--- config.mk ---
export PLATFORM = sky130hd
export DESIGN_NAME = ranked_parent_selection_top
export DESIGN_NICKNAME = d
export VERILOG_FILES = /design/src/hw/rtl/rps_pkg.sv /design/src/hw/rtl/ranked_parent_selection_top.sv
export SDC_FILE = /design/constraint.sdc
export NUM_CORES = 2
export LEC_CHECK = 0
export BUFFER_PORTS_ARGS = -buffer_cell sky130_fd_sc_hd__buf_4
export CAP_MARGIN = 20
export CORE_MARGIN = 5
export CORE_UTILIZATION = 59
export CTS_BUF_LIST = sky130_fd_sc_hd__clkbuf_4 sky130_fd_sc_hd__clkbuf_8
export DETAILED_ROUTE_END_ITERATION = 16
export PLACE_DENSITY = 0.78
export RECOVER_POWER = 100
export SKIP_CTS_REPAIR_TIMING = 1
export SLEW_MARGIN = 5
export SYNTH_ARGS = -nofsm -noshare
export SYNTH_HDL_FRONTEND = slang
export SYNTH_SLANG_ARGS = --single-unit
--- constraint.sdc ---
create_clock -name clk -period 6.1 [get_ports clk]
set_input_delay 0.305 -clock clk [delete_from_list [all_inputs] [get_ports clk]]
set_output_delay 0.305 -clock clk [all_outputs]
set_load 0.02 [all_outputs]
--- src/hw/rtl/rps_pkg.sv ---
// ----------------------------------------------------------------------------
// rps_pkg
// shared types and constants for ranked parent selection
// ----------------------------------------------------------------------------
`timescale 1ns / 1ps
`default_nettype none
package rps_pkg;

  localparam int MAX_POP_DEF = 32;
  localparam int CFG_W       = 7;
  localparam int IDX_W       = 6;
  localparam int SCORE_W     = 32;
  localparam int DRAW_W      = 32;

  // configuration register indexes
  localparam logic CFG_PARENTS        = 1'b0;
  localparam logic CFG_RANDOM_PARENTS = 1'b1;

  localparam logic [CFG_W-1:0] PARENTS_RST = 7'd4;

  typedef struct packed {
    logic signed [SCORE_W-1:0] score;
    logic [DRAW_W-1:0]         shuffle_draw;
    logic [DRAW_W-1:0]         sample_draw;
    logic                      last_item;
  } in_item_t;

  typedef struct packed {
    logic [IDX_W-1:0] rank_slot;
    logic [IDX_W-1:0] source_index;
    logic             is_parent;
    logic             last_result;
  } out_item_t;

endpackage
`default_nettype wire

--- src/hw/rtl/ranked_parent_selection_top.sv ---
// ----------------------------------------------------------------------------
// ranked_parent_selection_top
// loads a population, shuffles, stable sorts by score, fills random parent
// slots and emits the new order one slot per transaction
// ----------------------------------------------------------------------------
// on the last loaded item the sequencer runs the shuffle (a modulo unit
//   division per step), insertion sort (a fetch per member, then compare
//   and shift), random slot fill (candidate scan, then the modulo and
//   swap) and emission (one slot per transaction)
// one population at a time; the next loads once the last result is taken
// reset: synchronous active low, clears control state and the config registers
`timescale 1ns / 1ps
`default_nettype none
module ranked_parent_selection_top #(
  parameter int MAX_POP = rps_pkg::MAX_POP_DEF
) (
  input  wire                           clk,
  input  wire                           rst_n,
  input  wire                           in_valid,
  output logic                          in_ready,
  input  wire  rps_pkg::in_item_t       in_data,
  output logic                          out_valid,
  input  wire                           out_ready,
  output rps_pkg::out_item_t            out_data,
  input  wire                           cfg_we,
  input  wire                           cfg_index,
  input  wire  [rps_pkg::CFG_W-1:0]     cfg_wdata
);

  localparam int AW = (MAX_POP > 1) ? $clog2(MAX_POP) : 1;
  localparam int CW = $clog2(MAX_POP + 1);
  localparam logic [CW-1:0] MAX_N = CW'(MAX_POP);

  typedef enum logic [3:0] {
    S_LOAD, S_INIT, S_SHUF_MOD, S_SHUF_RD, S_SHUF_WR,
    S_SORT_RD, S_SORT_CMP, S_SORT_WR,
    S_RND_SCAN, S_RND_MOD, S_RND_SEL, S_RND_WR, S_EMIT_RD, S_EMIT
  } state_t;

  // storage
  logic [rps_pkg::SCORE_W-1:0] score_mem  [MAX_POP];
  logic [rps_pkg::DRAW_W-1:0]  shuf_mem   [MAX_POP];
  logic [rps_pkg::DRAW_W-1:0]  samp_mem   [MAX_POP];
  logic [rps_pkg::IDX_W-1:0]   order_mem  [MAX_POP];
  logic [AW-1:0]               cand_mem   [MAX_POP];

  state_t             state_r;
  logic [CW-1:0]      cnt_r;       // loaded count
  logic [CW-1:0]      n_r;
  logic [CW-1:0]      i_r, j_r, k_r;
  logic [CW-1:0]      ccnt_r;
  logic [rps_pkg::CFG_W-1:0] mu_cfg_r, phi_cfg_r;
  logic [CW-1:0]      mu_r;
  logic [rps_pkg::IDX_W-1:0] v_r, t_r;
  logic signed [rps_pkg::SCORE_W-1:0] vs_r;
  logic               out_valid_r;
  rps_pkg::out_item_t out_r;

  // shared restoring modulo unit: rem = dividend % divisor, one bit a cycle
  logic [rps_pkg::DRAW_W-1:0] md_q_r;
  logic [CW:0]                md_rem_r;
  logic [CW-1:0]              md_div_r;
  logic [5:0]                 md_cnt_r;
  logic                       md_busy_r;
  logic [CW:0]                md_sh;
  logic [CW:0]                md_sub;

  assign md_sh  = {md_rem_r[CW-1:0], md_q_r[rps_pkg::DRAW_W-1]};
  assign md_sub = md_sh - {1'b0, md_div_r};

  // config registers
  always_ff @(posedge clk) begin
    if (!rst_n) begin
      mu_cfg_r  <= rps_pkg::PARENTS_RST;
      phi_cfg_r <= '0;
    end else if (cfg_we) begin
      if (cfg_index == rps_pkg::CFG_PARENTS) mu_cfg_r <= cfg_wdata;
      else phi_cfg_r <= cfg_wdata;
    end
  end

  // memory reads used by the sequencer (registered read data)
  logic [rps_pkg::IDX_W-1:0]   ord_rd_r;
  logic [rps_pkg::SCORE_W-1:0] sc_rd_r;

  wire [CW-1:0] n_m1  = n_r - CW'(1);
  wire [CW-1:0] mu_c  = (int'(mu_cfg_r) < int'(n_r)) ? CW'(mu_cfg_r) : n_r;
  wire [CW-1:0] phi_c = (int'(phi_cfg_r) < int'(mu_c)) ? CW'(phi_cfg_r) : mu_c;
  wire          in_acc  = in_valid && in_ready;
  wire          out_acc = out_valid_r && out_ready;

  assign in_ready  = (state_r == S_LOAD) && !out_valid_r;
  assign out_valid = out_valid_r;
  assign out_data  = out_r;

  // sequencer with memory access
  always_ff @(posedge clk) begin
    if (!rst_n) begin
      state_r     <= S_LOAD;
      cnt_r       <= '0;
      out_valid_r <= 1'b0;
      md_busy_r   <= 1'b0;
    end else begin
      // modulo unit step
      if (md_busy_r) begin
        md_q_r <= {md_q_r[rps_pkg::DRAW_W-2:0], 1'b0};
        md_rem_r <= md_sub[CW] ? md_sh : md_sub;
        md_cnt_r <= md_cnt_r - 6'd1;
        if (md_cnt_r == 6'd1) md_busy_r <= 1'b0;
      end
      if (out_acc && state_r != S_EMIT_RD) out_valid_r <= 1'b0;
      unique case (state_r)
        S_LOAD: begin
          if (in_acc) begin
            if (cnt_r < MAX_N) begin
              score_mem[cnt_r[AW-1:0]] <= in_data.score;
              shuf_mem[cnt_r[AW-1:0]]  <= in_data.shuffle_draw;
              samp_mem[cnt_r[AW-1:0]]  <= in_data.sample_draw;
            end
            if (in_data.last_item) begin
              n_r   <= (cnt_r < MAX_N) ? cnt_r + CW'(1) : cnt_r;
              cnt_r <= '0;
              i_r   <= '0;
              state_r <= S_INIT;
            end else if (cnt_r < MAX_N) begin
              cnt_r <= cnt_r + CW'(1);
            end
          end
        end
        // identity order
        S_INIT: begin
          order_mem[i_r[AW-1:0]] <= rps_pkg::IDX_W'(i_r);
          if (i_r == n_m1) begin
            k_r <= '0;
            if (n_m1 == '0) begin
              i_r <= CW'(1);
              state_r <= S_SORT_RD;
            end else begin
              i_r <= n_m1;
              md_q_r <= shuf_mem[0];
              md_rem_r <= '0;
              md_div_r <= n_r;
              md_cnt_r <= 6'(rps_pkg::DRAW_W);
              md_busy_r <= 1'b1;
              state_r <= S_SHUF_MOD;
            end
          end else begin
            i_r <= i_r + CW'(1);
          end
        end
        // wait for draw % (i+1), then read both slots
        S_SHUF_MOD: begin
          if (!md_busy_r) begin
            j_r <= md_rem_r[CW-1:0];
            ord_rd_r <= order_mem[i_r[AW-1:0]];
            state_r <= S_SHUF_RD;
          end
        end
        S_SHUF_RD: begin
          t_r <= order_mem[j_r[AW-1:0]];
          state_r <= S_SHUF_WR;
        end
        S_SHUF_WR: begin
          if (j_r != i_r) order_mem[j_r[AW-1:0]] <= ord_rd_r;
          order_mem[i_r[AW-1:0]] <= t_r;
          if (i_r == CW'(1)) begin
            i_r <= CW'(1);
            state_r <= S_SORT_RD;
          end else begin
            i_r <= i_r - CW'(1);
            k_r <= k_r + CW'(1);
            md_q_r <= shuf_mem[k_r[AW-1:0] + AW'(1)];
            md_rem_r <= '0;
            md_div_r <= i_r;
            md_cnt_r <= 6'(rps_pkg::DRAW_W);
            md_busy_r <= 1'b1;
            state_r <= S_SHUF_MOD;
          end
        end
        // insertion sort: fetch v = order[i]
        S_SORT_RD: begin
          if (i_r >= n_r) begin
            mu_r <= mu_c;
            i_r  <= (phi_c == '0) ? '0 : mu_c - phi_c;
            j_r  <= mu_c - phi_c;
            ccnt_r <= '0;
            state_r <= (phi_c == '0) ? S_EMIT_RD : S_RND_SCAN;
          end else begin
            v_r  <= order_mem[i_r[AW-1:0]];
            vs_r <= score_mem[order_mem[i_r[AW-1:0]][AW-1:0]];
            j_r  <= i_r;
            ord_rd_r <= order_mem[i_r[AW-1:0] - AW'(1)];
            state_r <= S_SORT_CMP;
          end
        end
        S_SORT_CMP: begin
          sc_rd_r <= score_mem[ord_rd_r[AW-1:0]];
          state_r <= S_SORT_WR;
        end
        S_SORT_WR: begin
          if ($signed(vs_r) > $signed(sc_rd_r)) begin
            order_mem[j_r[AW-1:0]] <= ord_rd_r;
            j_r <= j_r - CW'(1);
            if (j_r == CW'(1)) begin
              order_mem[0] <= v_r;
              i_r <= i_r + CW'(1);
              state_r <= S_SORT_RD;
            end else begin
              ord_rd_r <= order_mem[j_r[AW-1:0] - AW'(2)];
              state_r <= S_SORT_CMP;
            end
          end else begin
            order_mem[j_r[AW-1:0]] <= v_r;
            i_r <= i_r + CW'(1);
            state_r <= S_SORT_RD;
          end
        end
        // collect positive candidates from slot i upward
        S_RND_SCAN: begin
          if (j_r < n_r) begin
            if (!score_mem[order_mem[j_r[AW-1:0]][AW-1:0]][rps_pkg::SCORE_W-1] &&
                score_mem[order_mem[j_r[AW-1:0]][AW-1:0]] != '0) begin
              cand_mem[ccnt_r[AW-1:0]] <= j_r[AW-1:0];
              ccnt_r <= ccnt_r + CW'(1);
            end
            j_r <= j_r + CW'(1);
          end else begin
            md_q_r <= samp_mem[i_r[AW-1:0]];
            md_rem_r <= '0;
            md_div_r <= (ccnt_r == '0) ? n_r - i_r : ccnt_r;
            md_cnt_r <= 6'(rps_pkg::DRAW_W);
            md_busy_r <= 1'b1;
            state_r <= S_RND_MOD;
          end
        end
        S_RND_MOD: begin
          if (!md_busy_r) begin
            if (ccnt_r == '0) j_r <= i_r + md_rem_r[CW-1:0];
            else j_r <= CW'(cand_mem[md_rem_r[AW-1:0]]);
            ord_rd_r <= order_mem[i_r[AW-1:0]];
            state_r <= S_RND_SEL;
          end
        end
        S_RND_SEL: begin
          t_r <= order_mem[j_r[AW-1:0]];
          state_r <= S_RND_WR;
        end
        S_RND_WR: begin
          if (j_r != i_r) order_mem[j_r[AW-1:0]] <= ord_rd_r;
          order_mem[i_r[AW-1:0]] <= t_r;
          ccnt_r <= '0;
          if (i_r + CW'(1) >= mu_r) begin
            i_r <= '0;
            state_r <= S_EMIT_RD;
          end else begin
            i_r <= i_r + CW'(1);
            j_r <= i_r + CW'(1);
            state_r <= S_RND_SCAN;
          end
        end
        // emit one slot per transaction
        S_EMIT_RD: begin
          if (!out_valid_r || out_acc) begin
            out_r.rank_slot    <= rps_pkg::IDX_W'(i_r);
            out_r.source_index <= order_mem[i_r[AW-1:0]];
            out_r.is_parent    <= (int'(i_r) < int'(mu_cfg_r));
            out_r.last_result  <= (i_r == n_m1);
            out_valid_r <= 1'b1;
            state_r <= S_EMIT;
          end
        end
        S_EMIT: begin
          if (i_r == n_m1) state_r <= S_LOAD;
          else begin
            i_r <= i_r + CW'(1);
            state_r <= S_EMIT_RD;
          end
        end
        default: state_r <= S_LOAD;
      endcase
    end
  end

endmodule
`default_nettype wire

==> qor.txt <==
=====================================================================================
Clock sink count                                                                 3646
Setup repair after global routing missed its margin                                no
Final critical-path share of the clock period                                  98.15%
Layout Area Growth over Synthesis                                              10.52%
Final critical delay including setup and external delays                      5987 ps
Post-synth EDFFs                                                                 3605
Vias in the first global route                                                 98.53k
Portion of the post-synthesis area used by sequential elements                 66.97%
Global route total overflow                                                         0
CTS tree                                                                          yes
Placeable core area                                                        275800 um2
Number of antenna violations at the first check in global routing                  39
Largest buffer count on any clock path                                              4
Die extent in y                                                              535.4 um
Violation count after the first detailed-route iteration                       16.66k
Rows                                                                              193
Leakage power summed over all cells                                          58.73 nW
Total nets after synthesis                                                       9658
Die W                                                                        535.4 um
Routed wirelength normalized by instance count                               34.63 um
Violated checks                                                          hold timing, capacitance limit, slew limit
Largest fanout of any net on the critical path                                     23
Total Die Area                                                             286700 um2
Tightest slew margin relative to the limit                                    -132.7%
Number of max-capacitance violations reported                                     108
Routability Congestion                                                         0.9811
Clock Root Buffer                                                        sky130_fd_sc_hd__clkbuf_8
FF+latch count, synth                                                            3646
DRT antenna net count                                                               0
Vias per inst                                                                   7.194
Overall routing resource usage                                                 33.44%
Startpoint Class                                                            flip-flop
Setup Skew                                                                   82.62 ps
Post-synthesis area per instance                                            17.24 um2
Pin count of the biggest net entering global routing                              163
Power per cell area                                                      387.0 nW/um2
Post-route setup slack                                                       112.9 ps
Worst EP required                                                             6990 ps
Fraction of synthesis flops using an asynchronous set or reset pin                 0%
Filler cells                                                                   18.28k
Worst setup path class                                                        reg2reg
Insertion delay to the later sink of the worst-skew pair                      1220 ps
Most used cells in the layout excluding fill and tap cells               sky130_fd_sc_hd__edfxtp_1, sky130_fd_sc_hd__nand2_1, sky130_fd_sc_hd__mux4_2
CTS Buf Count                                                                     581
Via count of the routed design                                                 101.0k
Distinct cells, synth                                                              85
Detailed Routing Iterations Pass 1                                                  7
Outcome                                                                  finished, violations left
Worst Hold Margin                                                           -18.34 ps
Cell types occupying the most area after synthesis                       sky130_fd_sc_hd__edfxtp_1, sky130_fd_sc_hd__mux4_2, sky130_fd_sc_hd__nand2_1
Worst slack at placement                                                     614.7 ps
Effective utilization at floorplan                                             59.06%
Share of the synthesized area in the top cell type                             66.46%
Yosys synthesis warning count                                                       0
Critical Path End Type                                                      flip-flop
Netlist Area Pre-Place                                                     162900 um2
Data arrival time of the worst path                                           6880 ps
Top-Level Pins                                                                    126
Layout Nets                                                                    10.08k
Total length of routed wires                                                 486.0 mm
Final setup violation count                                                         0
Max frequency                                                              0.1670 GHz
Most frequent standard cell in the layout excluding fill and tap cells   sky130_fd_sc_hd__edfxtp_1
Gate count after technology mapping                                              9445
Sum of net half-perimeters after detailed placement                          283.6 mm
DRC violation count after routing                                                   0
Count of port buffers added during placement                                      125
Number of max-slew violations in the final report                                4500
Maximum resistive drop on vdd                                                852.0 uV
Final hold viol count                                                               4
Cell type with the largest total area after synthesis                    sky130_fd_sc_hd__edfxtp_1
Slew at the pin closest to its max-slew limit                                 3491 ps
Fraction of final layout cells sized beyond drive strength 1                   23.55%
H-tree Lvls                                                                         6
Class of the tightest hold or removal check                                    in2reg
Top_reg_cell synth                                                       sky130_fd_sc_hd__edfxtp_1
Clock-pin slew on the worst setup and hold paths                                70 ps
First-pass GRT wire length                                                   694.6 mm
=====================================================================================
==> final timing paths <==
check	startpoint	end	slack, ps	depth (start not counted)
setup / recovery	state_r[0]	md_q_r[0]	110	10
hold / removal	cfg_wdata[6]	mu_cfg_r[6]	-20	4
setup reg to reg	state_r[0]	md_q_r[0]	110	10
hold reg to reg	mu_cfg_r[3]	mu_cfg_r[3]	560	2
==> flip-flops by register name (all words and copies together) (netlist names), 14 cells and up, named ones only <==
| signal | flops |
|---|---|
| cand_mem | 160 |
| md_q_r | 32 |
| order_mem | 192 |
| out_data | 14 |
| samp_mem | 1024 |
| sc_rd_r | 32 |
| score_mem | 1024 |
| shuf_mem | 1024 |
| vs_r | 32 |
==> cell families (layout without fill, tap and decap cells) <==
family	count (synthesis)	after routing	synth area share [%]
other	0	19	0
AOI/OAI and AO/OA	790	790	3.531
muxes	1666	1666	19.67
xor gates and xnor gates	59	59	0.3173
and+or+nand+nor	2415	2415	6.805
buffers and inverters	764	1632	1.891
adders and majority gates	105	105	0.8220
DFF	3646	3646	66.97
==> routing by layer <==
metal	vias up	share of wire, %	global-route usage [%]
met5	-	0.050	0
met4	30	5.9	16.83
met2	8730	46	51.09
li1	39660	-	-
met3	1532	14	8.724
met1	51040	34	45.23
==> cells in the mapped netlist, types with 27 or more instances <==
library cell / n
sky130_fd_sc_hd__a211oi_1: 54
sky130_fd_sc_hd__a21o_1: 43
sky130_fd_sc_hd__a21oi_1: 133
sky130_fd_sc_hd__a311o_1: 32
sky130_fd_sc_hd__a311oi_1: 166
sky130_fd_sc_hd__a31o_1: 33
sky130_fd_sc_hd__a31oi_1: 79
sky130_fd_sc_hd__and3_1: 142
sky130_fd_sc_hd__buf_1: 102
sky130_fd_sc_hd__buf_2: 104
sky130_fd_sc_hd__clkbuf_1: 436
sky130_fd_sc_hd__dfxtp_1: 41
sky130_fd_sc_hd__edfxtp_1: 3605
sky130_fd_sc_hd__ha_1: 99
sky130_fd_sc_hd__inv_1: 101
sky130_fd_sc_hd__mux2_2: 63
sky130_fd_sc_hd__mux2i_1: 374
sky130_fd_sc_hd__mux4_2: 1220
sky130_fd_sc_hd__nand2_1: 1270
sky130_fd_sc_hd__nand2b_1: 27
sky130_fd_sc_hd__nand3_1: 333
sky130_fd_sc_hd__nand4_1: 62
sky130_fd_sc_hd__nor2_1: 180
sky130_fd_sc_hd__nor2b_1: 28
sky130_fd_sc_hd__nor3_1: 53
sky130_fd_sc_hd__nor4_1: 253
sky130_fd_sc_hd__o21ai_0: 94
sky130_fd_sc_hd__o221ai_1: 38
sky130_fd_sc_hd__xnor2_1: 43
==> critical path, cell delays in order, from the launching register on <==
cell and delay [ps]:
sky130_fd_sc_hd__dfxtp_1 810, sky130_fd_sc_hd__nand2b_1 370, sky130_fd_sc_hd__or3_1 150, sky130_fd_sc_hd__clkbuf_1 570, sky130_fd_sc_hd__a211o_1 250, sky130_fd_sc_hd__o21ai_0 560
sky130_fd_sc_hd__a21oi_2 300, sky130_fd_sc_hd__clkbuf_2 550, sky130_fd_sc_hd__a21boi_0 1330, sky130_fd_sc_hd__clkbuf_2 590, sky130_fd_sc_hd__o221ai_1 200
==> stage by stage <==
step | cells | setup TNS, ps | utilization (%) | total power [W] | instance area (um2)
after global placement | 12850 | 0 | 61.21 | 0.04854 | 168800
after CTS | 13880 | 0 | 65.29 | 0.06920 | 180100
final | 14040 | 0 | 65.28 | 0.06967 | 180000
after detailed placement | 12860 | 0 | 61.25 | 0.04900 | 168900
after global routing | 14020 | 0 | 65.27 | 0.07208 | 180000
after floorplan | 9445 | -1121590 | - | 0.04245 | 162900
==> cell type report <==
class,instances,area (um2),area share [%]
flip-flops and latches,3646,109100,60.60
multi-input cells,5035,51020,28.34
clock buffers,761,9385,5.213
well taps,3705,4636,2.575
repair buffers,497,3654,2.029
clock inverters,267,1769,0.9828
inverters,107,416.7,0.2314
diodes,19,47.55,0.02641
==> where the power goes <==
group          switching [W]  total, W  internal, W
sequential          0.000602    0.0289       0.0283
clock                0.00983    0.0205       0.0106
combinational         0.0130    0.0203      0.00734
No activity file was read; power rests on OpenSTA's default activity.
